[config.mk]
export PLATFORM = sky130hd
export DESIGN_NAME = text_console_cursor_engine_unit
export DESIGN_NICKNAME = d
export VERILOG_FILES = /design/src/hw/rtl/tcce_pkg.sv /design/src/hw/rtl/text_console_cursor_engine_unit.sv
export SDC_FILE = /design/constraint.sdc
export NUM_CORES = 1
export LEC_CHECK = 0
export BUFFER_PORTS_ARGS = -buffer_cell sky130_fd_sc_hd__buf_4
export CORE_MARGIN = 8
export CORE_UTILIZATION = 40
export CTS_CLUSTER_SIZE = 40
export DETAILED_ROUTE_END_ITERATION = 7
export GPL_TIMING_DRIVEN = 0
export PLACE_DENSITY = 0.56
export SETUP_SLACK_MARGIN = 0.2
export SLEW_MARGIN = 20
export SYNTH_ARGS = -nofsm -noshare
export SYNTH_HDL_FRONTEND = slang
export SYNTH_SLANG_ARGS = --single-unit
[constraint.sdc]
create_clock -name clk -period 7.8 [get_ports clk]
set_input_delay 1.17 -clock clk [delete_from_list [all_inputs] [get_ports clk]]
set_output_delay 1.17 -clock clk [all_outputs]
set_load 0.03 [all_outputs]
[src/hw/rtl/tcce_pkg.sv]
// Shared constants, result type and palette/pixel packing functions for the console cursor engine.
package tcce_pkg;

  // Configuration register indexes.
  localparam logic [2:0] REG_TEXT_COLUMNS = 3'd0;
  localparam logic [2:0] REG_TEXT_ROWS    = 3'd1;
  localparam logic [2:0] REG_RED_SHIFT    = 3'd2;
  localparam logic [2:0] REG_RED_BITS     = 3'd3;
  localparam logic [2:0] REG_GREEN_SHIFT  = 3'd4;
  localparam logic [2:0] REG_GREEN_BITS   = 3'd5;
  localparam logic [2:0] REG_BLUE_SHIFT   = 3'd6;
  localparam logic [2:0] REG_BLUE_BITS    = 3'd7;

  // Register reset values.
  localparam logic [8:0] RST_TEXT_COLUMNS = 9'd80;
  localparam logic [7:0] RST_TEXT_ROWS    = 8'd25;
  localparam logic [4:0] RST_RED_SHIFT    = 5'd16;
  localparam logic [3:0] RST_RED_BITS     = 4'd8;
  localparam logic [4:0] RST_GREEN_SHIFT  = 5'd8;
  localparam logic [3:0] RST_GREEN_BITS   = 4'd8;
  localparam logic [4:0] RST_BLUE_SHIFT   = 5'd0;
  localparam logic [3:0] RST_BLUE_BITS    = 4'd8;

  // Command codes.
  localparam logic [1:0] CMD_PUT_CHAR     = 2'd0;
  localparam logic [1:0] CMD_SET_COLOR    = 2'd1;
  localparam logic [1:0] CMD_RESET_COLOR  = 2'd2;
  localparam logic [1:0] CMD_CLEAR_SCREEN = 2'd3;

  // Action codes.
  localparam logic [1:0] ACT_DRAW         = 2'd0;
  localparam logic [1:0] ACT_CLEAR_CELL   = 2'd1;
  localparam logic [1:0] ACT_SCROLL       = 2'd2;
  localparam logic [1:0] ACT_CLEAR_SCREEN = 2'd3;

  // Character codes with special handling.
  localparam logic [7:0] CH_BACKSPACE = 8'h08;
  localparam logic [7:0] CH_TAB       = 8'h09;
  localparam logic [7:0] CH_NEWLINE   = 8'h0A;
  localparam logic [7:0] CH_RETURN    = 8'h0D;
  localparam logic [6:0] GLYPH_SUBST  = 7'h3F;

  // Color state after reset.
  localparam logic [3:0] FG_RESET = 4'd7;
  localparam logic [3:0] BG_RESET = 4'd0;

  // Default geometry limits and tab spacing.
  localparam int DEF_MAX_COLS = 256;
  localparam int DEF_MAX_ROWS = 128;
  localparam int DEF_TAB_STOP = 8;

  // One queued action.
  typedef struct packed {
    logic [1:0] action;
    logic [7:0] col;
    logic [6:0] row;
    logic [6:0] glyph;
  } result_t;

  // Sixteen-color palette as {red, green, blue}.
  function automatic logic [23:0] palette(input logic [3:0] idx);
    logic [23:0] rgb;
    case (idx)
      4'd0:    rgb = 24'h000000;
      4'd1:    rgb = 24'h0000AA;
      4'd2:    rgb = 24'h00AA00;
      4'd3:    rgb = 24'h00AAAA;
      4'd4:    rgb = 24'hAA0000;
      4'd5:    rgb = 24'hAA00AA;
      4'd6:    rgb = 24'hAA5500;
      4'd7:    rgb = 24'hAAAAAA;
      4'd8:    rgb = 24'h555555;
      4'd9:    rgb = 24'h5555FF;
      4'd10:   rgb = 24'h55FF55;
      4'd11:   rgb = 24'h55FFFF;
      4'd12:   rgb = 24'hFF5555;
      4'd13:   rgb = 24'hFF55FF;
      4'd14:   rgb = 24'hFFFF55;
      default: rgb = 24'hFFFFFF;
    endcase
    return rgb;
  endfunction

  // One color channel: keep the top bits of the 8-bit value and place them at shift.
  function automatic logic [31:0] chan(input logic [7:0] c, input logic [4:0] shift,
                                       input logic [3:0] bits);
    logic [3:0] b;
    logic [7:0] top;
    b = (bits > 4'd8) ? 4'd8 : bits;
    top = c >> (4'd8 - b);
    if (bits == 4'd0) begin
      return 32'd0;
    end
    return {24'd0, top} << shift;
  endfunction

  // Packed pixel word for a palette index.
  function automatic logic [31:0] pack(input logic [3:0] idx,
                                       input logic [4:0] rs, input logic [3:0] rb,
                                       input logic [4:0] gs, input logic [3:0] gb,
                                       input logic [4:0] bs, input logic [3:0] bb);
    logic [23:0] rgb;
    rgb = palette(idx);
    return chan(rgb[23:16], rs, rb) | chan(rgb[15:8], gs, gb) | chan(rgb[7:0], bs, bb);
  endfunction

endpackage

[src/hw/rtl/text_console_cursor_engine_unit.sv]
// Console cursor engine: command decode, cursor update and a three-entry action queue.
//
// Usage: commands enter on the in_valid/in_ready channel (cmd, char_code, attr).
// Each accepted beat updates the cursor and color state in the same cycle and
// loads the zero to three actions it causes into the output queue, each with
// the packed foreground and background pixels. Actions leave on the
// out_valid/out_ready channel in order; last marks the final action of a command.
// The first action of a command is on the output in the cycle after the
// command beat. Throughput: one command per cycle while each command gives at
// most one action and the receiver takes every action; a command with more
// actions holds in_ready low while the single output port drains its queue one beat per cycle.
// A command is taken in the cycle its predecessor's final action leaves.
// A stalled receiver keeps the queue and therefore the input channel waiting.
// Configuration writes on cfg_valid/cfg_index/cfg_data are always taken
// (cfg_ready is high) and are meant for idle periods only.
// Reset empties the queue, homes the cursor, restores the default colors
// (foreground 7, background 0) and the default geometry and pixel layout.
module text_console_cursor_engine_unit #(
  parameter int MAX_COLS = tcce_pkg::DEF_MAX_COLS,
  parameter int MAX_ROWS = tcce_pkg::DEF_MAX_ROWS,
  parameter int TAB_STOP = tcce_pkg::DEF_TAB_STOP
) (
  input  logic        clk,
  input  logic        rst,
  // Command channel.
  input  logic        in_valid,
  output logic        in_ready,
  input  logic [1:0]  cmd,
  input  logic [7:0]  char_code,
  input  logic [7:0]  attr,
  // Action channel.
  output logic        out_valid,
  input  logic        out_ready,
  output logic [1:0]  action,
  output logic [7:0]  cell_col,
  output logic [6:0]  cell_row,
  output logic [6:0]  glyph_code,
  output logic [31:0] fg_pixel,
  output logic [31:0] bg_pixel,
  output logic        last,
  // Configuration write channel.
  input  logic        cfg_valid,
  output logic        cfg_ready,
  input  logic [2:0]  cfg_index,
  input  logic [8:0]  cfg_data
);

  localparam int COL_W = $clog2(MAX_COLS + 1);
  localparam int ROW_W = $clog2(MAX_ROWS + 1);
  // Working widths cover both the cursor and the raw geometry registers.
  localparam int CW  = (COL_W > 9) ? COL_W : 9;
  localparam int RWX = (ROW_W > 8) ? ROW_W : 8;
  localparam int NW  = CW + 1;
  // Reciprocal of the tab spacing for the column-to-tab-stop division.
  localparam int SH    = CW + 5;
  localparam int RECIP = (2 ** SH) / TAB_STOP;

  // Configuration registers.
  logic [8:0] text_columns;
  logic [7:0] text_rows;
  logic [4:0] red_shift;
  logic [3:0] red_bits;
  logic [4:0] green_shift;
  logic [3:0] green_bits;
  logic [4:0] blue_shift;
  logic [3:0] blue_bits;

  // Cursor and color state.
  logic [COL_W-1:0] cursor_col;
  logic [ROW_W-1:0] cursor_row;
  logic [3:0]       fg_index;
  logic [3:0]       bg_index;

  // Action queue, head in slot0.
  tcce_pkg::result_t slot0, slot1, slot2;
  logic [1:0]        cnt;
  logic [31:0]       fg_pix;
  logic [31:0]       bg_pix;

  // Next-state values from the command decode.
  logic [CW-1:0]     cols_eff;
  logic [RWX-1:0]    rows_eff;
  logic [CW-1:0]     col_next;
  logic [RWX-1:0]    row_next;
  logic [3:0]        fg_next;
  logic [3:0]        bg_next;
  logic [1:0]        n;
  tcce_pkg::result_t ent0, ent1, ent2;

  logic in_fire;
  logic out_fire;

  assign cfg_ready = 1'b1;
  assign out_valid = (cnt != 2'd0);
  assign out_fire  = out_valid && out_ready;
  // The queue is free when empty or when its final beat leaves this cycle.
  assign in_ready  = (cnt == 2'd0) || ((cnt == 2'd1) && out_ready);
  assign in_fire   = in_valid && in_ready;

  // Effective geometry: zero acts as one, large values saturate at the maximum.
  always_comb begin
    if (text_columns == 9'd0) begin
      cols_eff = CW'(1);
    end else if (CW'(text_columns) > CW'(MAX_COLS)) begin
      cols_eff = CW'(MAX_COLS);
    end else begin
      cols_eff = CW'(text_columns);
    end
    if (text_rows == 8'd0) begin
      rows_eff = RWX'(1);
    end else if (RWX'(text_rows) > RWX'(MAX_ROWS)) begin
      rows_eff = RWX'(MAX_ROWS);
    end else begin
      rows_eff = RWX'(text_rows);
    end
  end

  // Command decode and cursor movement.
  always_comb begin
    logic [CW-1:0]      c0;
    logic [RWX-1:0]     r0;
    logic [RWX-1:0]     bottom_row;
    logic [1:0]         nl_act;
    logic [CW+SH-1:0]   tab_prod;
    logic [CW-1:0]      tab_q;
    logic [CW-1:0]      tab_mul;
    logic [CW-1:0]      tab_rem;
    logic [CW-1:0]      tab_rem_adj;
    logic [NW-1:0]      tab_next;
    logic [CW-1:0]      col_d;
    logic [RWX-1:0]     row_d;
    logic [CW-1:0]      col_a;
    logic [6:0]         glyph;
    logic               pre_v, mid_v, post_v;
    tcce_pkg::result_t  pre_e, mid_e, post_e;

    // Pull an off-screen cursor back inside the current geometry.
    r0 = (RWX'(cursor_row) >= rows_eff) ? rows_eff - RWX'(1) : RWX'(cursor_row);
    c0 = (CW'(cursor_col) > cols_eff) ? cols_eff : CW'(cursor_col);
    bottom_row = rows_eff - RWX'(1);
    // A newline on the bottom row scrolls, or clears a one-row screen.
    nl_act = (rows_eff <= RWX'(1)) ? tcce_pkg::ACT_CLEAR_SCREEN : tcce_pkg::ACT_SCROLL;

    // Next tab stop: quotient by reciprocal, remainder corrected once.
    tab_prod    = {{SH{1'b0}}, c0} * (CW+SH)'(RECIP);
    tab_q       = tab_prod[CW+SH-1:SH];
    tab_mul     = tab_q * CW'(TAB_STOP);
    tab_rem     = c0 - tab_mul;
    tab_rem_adj = (tab_rem >= CW'(TAB_STOP)) ? tab_rem - CW'(TAB_STOP) : tab_rem;
    tab_next    = {1'b0, c0} + NW'(TAB_STOP) - {1'b0, tab_rem_adj};

    glyph = char_code[7] ? tcce_pkg::GLYPH_SUBST : char_code[6:0];

    col_next = c0;
    row_next = r0;
    fg_next  = fg_index;
    bg_next  = bg_index;
    pre_v    = 1'b0;
    mid_v    = 1'b0;
    post_v   = 1'b0;
    pre_e    = '{action: nl_act, col: 8'd0, row: 7'd0, glyph: 7'd0};
    mid_e    = '{action: nl_act, col: 8'd0, row: 7'd0, glyph: 7'd0};
    post_e   = '{action: nl_act, col: 8'd0, row: 7'd0, glyph: 7'd0};
    col_d    = c0;
    row_d    = r0;
    col_a    = c0 + CW'(1);

    case (cmd)
      tcce_pkg::CMD_PUT_CHAR: begin
        case (char_code)
          tcce_pkg::CH_NEWLINE: begin
            col_next = '0;
            if (r0 == bottom_row) begin
              mid_v = 1'b1;
            end else begin
              row_next = r0 + RWX'(1);
            end
          end
          tcce_pkg::CH_RETURN: begin
            col_next = '0;
          end
          tcce_pkg::CH_TAB: begin
            if (tab_next >= {1'b0, cols_eff}) begin
              col_next = '0;
              if (r0 == bottom_row) begin
                mid_v = 1'b1;
              end else begin
                row_next = r0 + RWX'(1);
              end
            end else begin
              col_next = tab_next[CW-1:0];
            end
          end
          tcce_pkg::CH_BACKSPACE: begin
            if (c0 != '0) begin
              col_next = c0 - CW'(1);
              mid_v    = 1'b1;
              mid_e    = '{action: tcce_pkg::ACT_CLEAR_CELL, col: col_next[7:0],
                           row: r0[6:0], glyph: 7'd0};
            end
          end
          default: begin
            // Wrap before the draw when the cursor sits past the last column.
            if (c0 >= cols_eff) begin
              col_d = '0;
              if (r0 == bottom_row) begin
                pre_v = 1'b1;
                row_d = r0;
              end else begin
                row_d = r0 + RWX'(1);
              end
            end
            mid_v = 1'b1;
            mid_e = '{action: tcce_pkg::ACT_DRAW, col: col_d[7:0], row: row_d[6:0],
                      glyph: glyph};
            col_a = col_d + CW'(1);
            // Wrap after the draw when the column reaches the limit.
            if (col_a >= cols_eff) begin
              col_next = '0;
              if (row_d == bottom_row) begin
                post_v   = 1'b1;
                row_next = row_d;
              end else begin
                row_next = row_d + RWX'(1);
              end
            end else begin
              col_next = col_a;
              row_next = row_d;
            end
          end
        endcase
      end
      tcce_pkg::CMD_SET_COLOR: begin
        fg_next = attr[3:0];
        bg_next = attr[7:4];
      end
      tcce_pkg::CMD_RESET_COLOR: begin
        fg_next = tcce_pkg::FG_RESET;
        bg_next = tcce_pkg::BG_RESET;
      end
      default: begin
        mid_v    = 1'b1;
        mid_e    = '{action: tcce_pkg::ACT_CLEAR_SCREEN, col: 8'd0, row: 7'd0, glyph: 7'd0};
        col_next = '0;
        row_next = '0;
      end
    endcase

    // Pack the actions in order; a leading wrap is only ever followed by a draw.
    n = 2'(pre_v) + 2'(mid_v) + 2'(post_v);
    if (pre_v) begin
      ent0 = pre_e;
      ent1 = mid_e;
      ent2 = post_e;
    end else begin
      ent0 = mid_e;
      ent1 = post_e;
      ent2 = post_e;
    end
  end

  // Configuration writes.
  always_ff @(posedge clk) begin
    if (rst) begin
      text_columns <= tcce_pkg::RST_TEXT_COLUMNS;
      text_rows    <= tcce_pkg::RST_TEXT_ROWS;
      red_shift    <= tcce_pkg::RST_RED_SHIFT;
      red_bits     <= tcce_pkg::RST_RED_BITS;
      green_shift  <= tcce_pkg::RST_GREEN_SHIFT;
      green_bits   <= tcce_pkg::RST_GREEN_BITS;
      blue_shift   <= tcce_pkg::RST_BLUE_SHIFT;
      blue_bits    <= tcce_pkg::RST_BLUE_BITS;
    end else if (cfg_valid) begin
      unique case (cfg_index)
        tcce_pkg::REG_TEXT_COLUMNS: text_columns <= cfg_data;
        tcce_pkg::REG_TEXT_ROWS:    text_rows    <= cfg_data[7:0];
        tcce_pkg::REG_RED_SHIFT:    red_shift    <= cfg_data[4:0];
        tcce_pkg::REG_RED_BITS:     red_bits     <= cfg_data[3:0];
        tcce_pkg::REG_GREEN_SHIFT:  green_shift  <= cfg_data[4:0];
        tcce_pkg::REG_GREEN_BITS:   green_bits   <= cfg_data[3:0];
        tcce_pkg::REG_BLUE_SHIFT:   blue_shift   <= cfg_data[4:0];
        default:                    blue_bits    <= cfg_data[3:0];
      endcase
    end
  end

  // Cursor and color state.
  always_ff @(posedge clk) begin
    if (rst) begin
      cursor_col <= '0;
      cursor_row <= '0;
      fg_index   <= tcce_pkg::FG_RESET;
      bg_index   <= tcce_pkg::BG_RESET;
    end else if (in_fire) begin
      cursor_col <= col_next[COL_W-1:0];
      cursor_row <= row_next[ROW_W-1:0];
      fg_index   <= fg_next;
      bg_index   <= bg_next;
    end
  end

  // Queue occupancy.
  always_ff @(posedge clk) begin
    if (rst) begin
      cnt <= 2'd0;
    end else if (in_fire) begin
      cnt <= n;
    end else if (out_fire) begin
      cnt <= cnt - 2'd1;
    end
  end

  // Queue payload: load on a command beat, shift toward the head on each output beat.
  always_ff @(posedge clk) begin
    if (in_fire) begin
      slot0  <= ent0;
      slot1  <= ent1;
      slot2  <= ent2;
      fg_pix <= tcce_pkg::pack(fg_index, red_shift, red_bits, green_shift, green_bits,
                               blue_shift, blue_bits);
      bg_pix <= tcce_pkg::pack(bg_index, red_shift, red_bits, green_shift, green_bits,
                               blue_shift, blue_bits);
    end else if (out_fire) begin
      slot0 <= slot1;
      slot1 <= slot2;
    end
  end

  assign action     = slot0.action;
  assign cell_col   = slot0.col;
  assign cell_row   = slot0.row;
  assign glyph_code = slot0.glyph;
  assign fg_pixel   = fg_pix;
  assign bg_pixel   = bg_pix;
  assign last       = (cnt == 2'd1);

`ifndef SYNTH
  // The queue holds exactly the actions decoded for the last command beat.
  assert property (@(posedge clk) disable iff (rst)
    in_fire |=> (cnt == $past(n)))
    else $error("action queue count differs from decoded action count");

  // The cursor row stays on screen after every command.
  assert property (@(posedge clk) disable iff (rst)
    in_fire |=> (RWX'(cursor_row) < $past(rows_eff)))
    else $error("cursor row left the screen");

  // The cursor column never passes the column limit.
  assert property (@(posedge clk) disable iff (rst)
    in_fire |=> (CW'(cursor_col) <= $past(cols_eff)))
    else $error("cursor column beyond the column limit");

  // Scroll and clear-screen actions carry no cell and no glyph.
  assert property (@(posedge clk) disable iff (rst)
    (out_valid && (action == tcce_pkg::ACT_SCROLL || action == tcce_pkg::ACT_CLEAR_SCREEN))
      |-> (cell_col == 8'd0 && cell_row == 7'd0 && glyph_code == 7'd0))
    else $error("whole-screen action carries cell fields");
`endif

endmodule
==> impl_metrics.py <==
metrics = {
    "status": {
        "status": "finished clean",
    },
    "worst_setup_path": {
        "cp_data_arrival_time_ps": 7700,
        "critPathSlowestCell": "a2111oi_1",
        "worstRegToRegCells": 31,
        "crit_start": "text_columns[8]$_SDFFE_PP0P_",
        "crit_type": "reg -> reg",
        "r2r_slack_ps": 490,
        "endpoint_kind": "flip-flop",
        "endpoint": "cursor_col[0]$_SDFFE_PP0P_",
        "rr_endpoint": "cursor_col[0]$_SDFFE_PP0P_",
        "crit_cells": 31,
        "startpoint_type": "flip-flop",
        "cp_max_fo": 10,
        "timing.rr.start": "text_columns[8]$_SDFFE_PP0P_",
        "slowest_delay_ps": 480,
        "crit_family": "compound AO/OA/AOI/OAI gates",
        "worstPathRequired_ps": 8190,
        "crit_top_cell": "ha_1",
        "worst-path-buf-inv": 7,
    },
    "finish": {
        "antenna_cells": 0,
        "multi_input_area_um2": 9340,
        "nFillCells": 3715,
        "mostFrequentLayoutCells": "nand2_1, nor2_1, o21ai_0, buf_4, edfxtp_1",
        "stdcell_area_um2": 17200,
        "fin_cells": 2508,
        "area_growth_pct": 16.3,
        "nets": 2132,
        "layout_commonest_cell": "nand2_1",
        "ff_latch_area_um2": 5010,
        "drive_gt1_share_pct": 11.4,
    },
    "floorplanning": {
        "die-area_um2": 43400,
        "rows": 70,
        "coreArea_um2": 36500,
        "io_pins": 127,
        "start_util_pct": 40.5,
        "die_x_um": 208,
        "die_h_um": 208,
    },
    "timing": {
        "hold_violations": 0,
        "finalCriticalPeriod_ps": 7310,
        "slew_viol_final": 0,
        "post-route-period-util_pct": 93.7,
        "finClkSkew_ps": 15.1,
        "setup_viol": 0,
        "layout_setup_ws_ps": 490,
        "fmax_ghz": 0.137,
        "hold_ws_ps": 475,
        "rsz0062_at_grt": "no",
        "relSlewSlack_pct": 27.3,
        "tightest_slew_ps": 1090,
    },
    "placed_design": {
        "placedCellCount": 2471,
        "gp_congestion": 0.991,
        "placed_area_um2": 16400,
        "dp_slack_ps": -1130,
        "io_buffers": 118,
        "place.detailed.hpwl_um": 47000,
    },
    "synth": {
        "ys_types": 79,
        "ys_seq_elements": 194,
        "synthCells": 1873,
        "ys_async_sr_fraction_pct": 0,
        "ys_seq_area_share_pct": 33.9,
        "synth_edf_count": 113,
        "ys.flop_type": "edfxtp_1",
        "yosysWarnings": 0,
        "syn_area_um2": 14800,
        "syn_avg_cell_area_um2": 7.90,
    },
    "pwr": {
        "p_total_uw": 2930,
        "vdd_drop_max_uv": 166,
        "power_density_nw_per_um2": 170,
        "p_leak_uw": 0.00664,
    },
    "clocking": {
        "cts_buffers": 17,
        "clk_path_buf_depth": 2,
        "root_buffer": "clkbuf_16",
        "clock-sinks": 194,
        "path_clk_slew_ps": 80,
        "cts_max_level": 4,
        "clock_latency_ps": 470,
        "cts_tree": "done",
    },
    "hold_path": {
        "hp-class": "reg -> reg",
    },
    "run": {
        "cap_viol_max_count": 0,
    },
    "routing": {
        "drt_pre_antenna_iters": 6,
        "ant_nets": 0,
        "drt-total-wl_um": 59300,
        "post_drt_wl_per_cell_um": 23.6,
        "drc": 0,
        "via_per_inst": 6.15,
        "drt_iter0_drc": 1659,
        "vias": 15400,
    },
    "global_route": {
        "grt_usage_pct": 26.4,
        "grt_start_max_net_pins": 36,
        "antenna_found_initial": 0,
        "grt_pass1_vias": 14100,
        "grt_pass1_wl_um": 89500,
        "grt.overflow.total": 0,
    },
}
## through the flow
| step | util (%) | TNS, ps |
|---|---|---|
| finish | 47.1 | 0 |
| global route | 47.1 | 0 |
| CTS | 46.8 | 0 |
| detailed placement | 44.9 | -18070 |
| global placement | 44.6 | -25670 |
| floorplan | - | 0 |
## worst min-delay path by stage
stage	startpoint	end	slack, ps	depth (start not counted)
floorplan	text_columns[0]$_SDFFE_PP0P_	text_columns[0]$_SDFFE_PP0P_	440	2
CTS	text_columns[0]$_SDFFE_PP0P_	text_columns[0]$_SDFFE_PP0P_	480	2
global route	text_columns[0]$_SDFFE_PP0P_	text_columns[0]$_SDFFE_PP0P_	510	2
finish	text_columns[0]$_SDFFE_PP0P_	text_columns[0]$_SDFFE_PP0P_	470	2
detailed placement	text_columns[0]$_SDFFE_PP0P_	text_columns[0]$_SDFFE_PP0P_	470	2
global placement	fg_index[1]$_SDFFE_PP1P_	fg_index[1]$_SDFFE_PP1P_	460	2
## registers in the layout (all words and copies together) (netlist names), named ones only
signal        count
bg_pixel         32
bg_index          4
red_shift         5
red_bits          4
text_rows         8
green_shift       5
text_columns      9
cnt               2
cell_row          7
slot1            24
glyph_code        7
action            2
fg_pixel         32
cursor_row        8
blue_shift        5
cursor_col        9
fg_index          4
cell_col          8
green_bits        4
blue_bits         4
slot2             1
## cell type report
type                            instances  area share (%)
Buffer                                109            2.58
Clock buffer                           18            2.50
Clock inverter                         14           0.924
Inverter                               60            1.31
Multi-Input combinational cell       1517            54.3
Sequential cell                       194            29.2
Tap cell                              468            3.40
Timing Repair Buffer                  128            5.85
## per-layer routing
| layer | vias up | global-route usage, % | wire length (um) |
|---|---|---|---|
| met5 | - | 0 | 0 |
| met4 | 0 | 8.74 | 1720 |
| met3 | 107 | 5.89 | 5760 |
| met2 | 804 | 36.0 | 23500 |
| met1 | 7331 | 40.0 | 28300 |
| li1 | 7192 | - | - |
## cell families after synthesis
logic type	after synthesis	share of synthesized area, %
buf+inv	169	4.42
simple gates	784	24.3
other cells	2	0.0508
compound gates	552	24.6
flops	194	33.9
mux	66	4.60
fa+ha+maj	70	5.97
xor+xnor	36	2.13
## worst min-delay path, cell delays in order (launching register included)
cell and delay [ps]:
dfxtp_1 320, nand2_1 50, a21oi_1 50
## repair_timing
item | CTS | global route
setup buffers | 2 | 3
pin swaps | 1 | 2
hold buffers | 0 | 0
setup endpoints to repair | 19 | 19
resized for setup | 20 | 24
## Yosys cell counts, types with 18 or more instances
| cell type | n | share of area (%) |
|---|---|---|
| a21oi_1 | 107 | 3.6 |
| a22oi_1 | 60 | 3.0 |
| a31oi_1 | 18 | 0.76 |
| and2_1 | 18 | 0.76 |
| clkbuf_1 | 96 | 2.4 |
| dfxtp_1 | 81 | 11 |
| edfxtp_1 | 113 | 23 |
| ha_1 | 69 | 5.8 |
| inv_1 | 53 | 1.3 |
| mux2i_1 | 50 | 3.4 |
| nand2_1 | 291 | 7.4 |
| nand2b_1 | 29 | 1.2 |
| nand3_1 | 74 | 2.5 |
| nor2_1 | 202 | 5.1 |
| nor2b_1 | 24 | 1.0 |
| nor3_1 | 47 | 1.6 |
| nor3b_1 | 18 | 0.91 |
| o21ai_0 | 149 | 5.0 |
| o22a_1 | 27 | 1.6 |
| o22ai_1 | 30 | 1.3 |
| xnor2_1 | 28 | 1.7 |
## power by group
group / switching (uW) / internal, uW
combinational: 536 / 234
clock: 457 / 457
sequential: 36.0 / 1210
No activity file was read; power rests on OpenSTA's default activity.
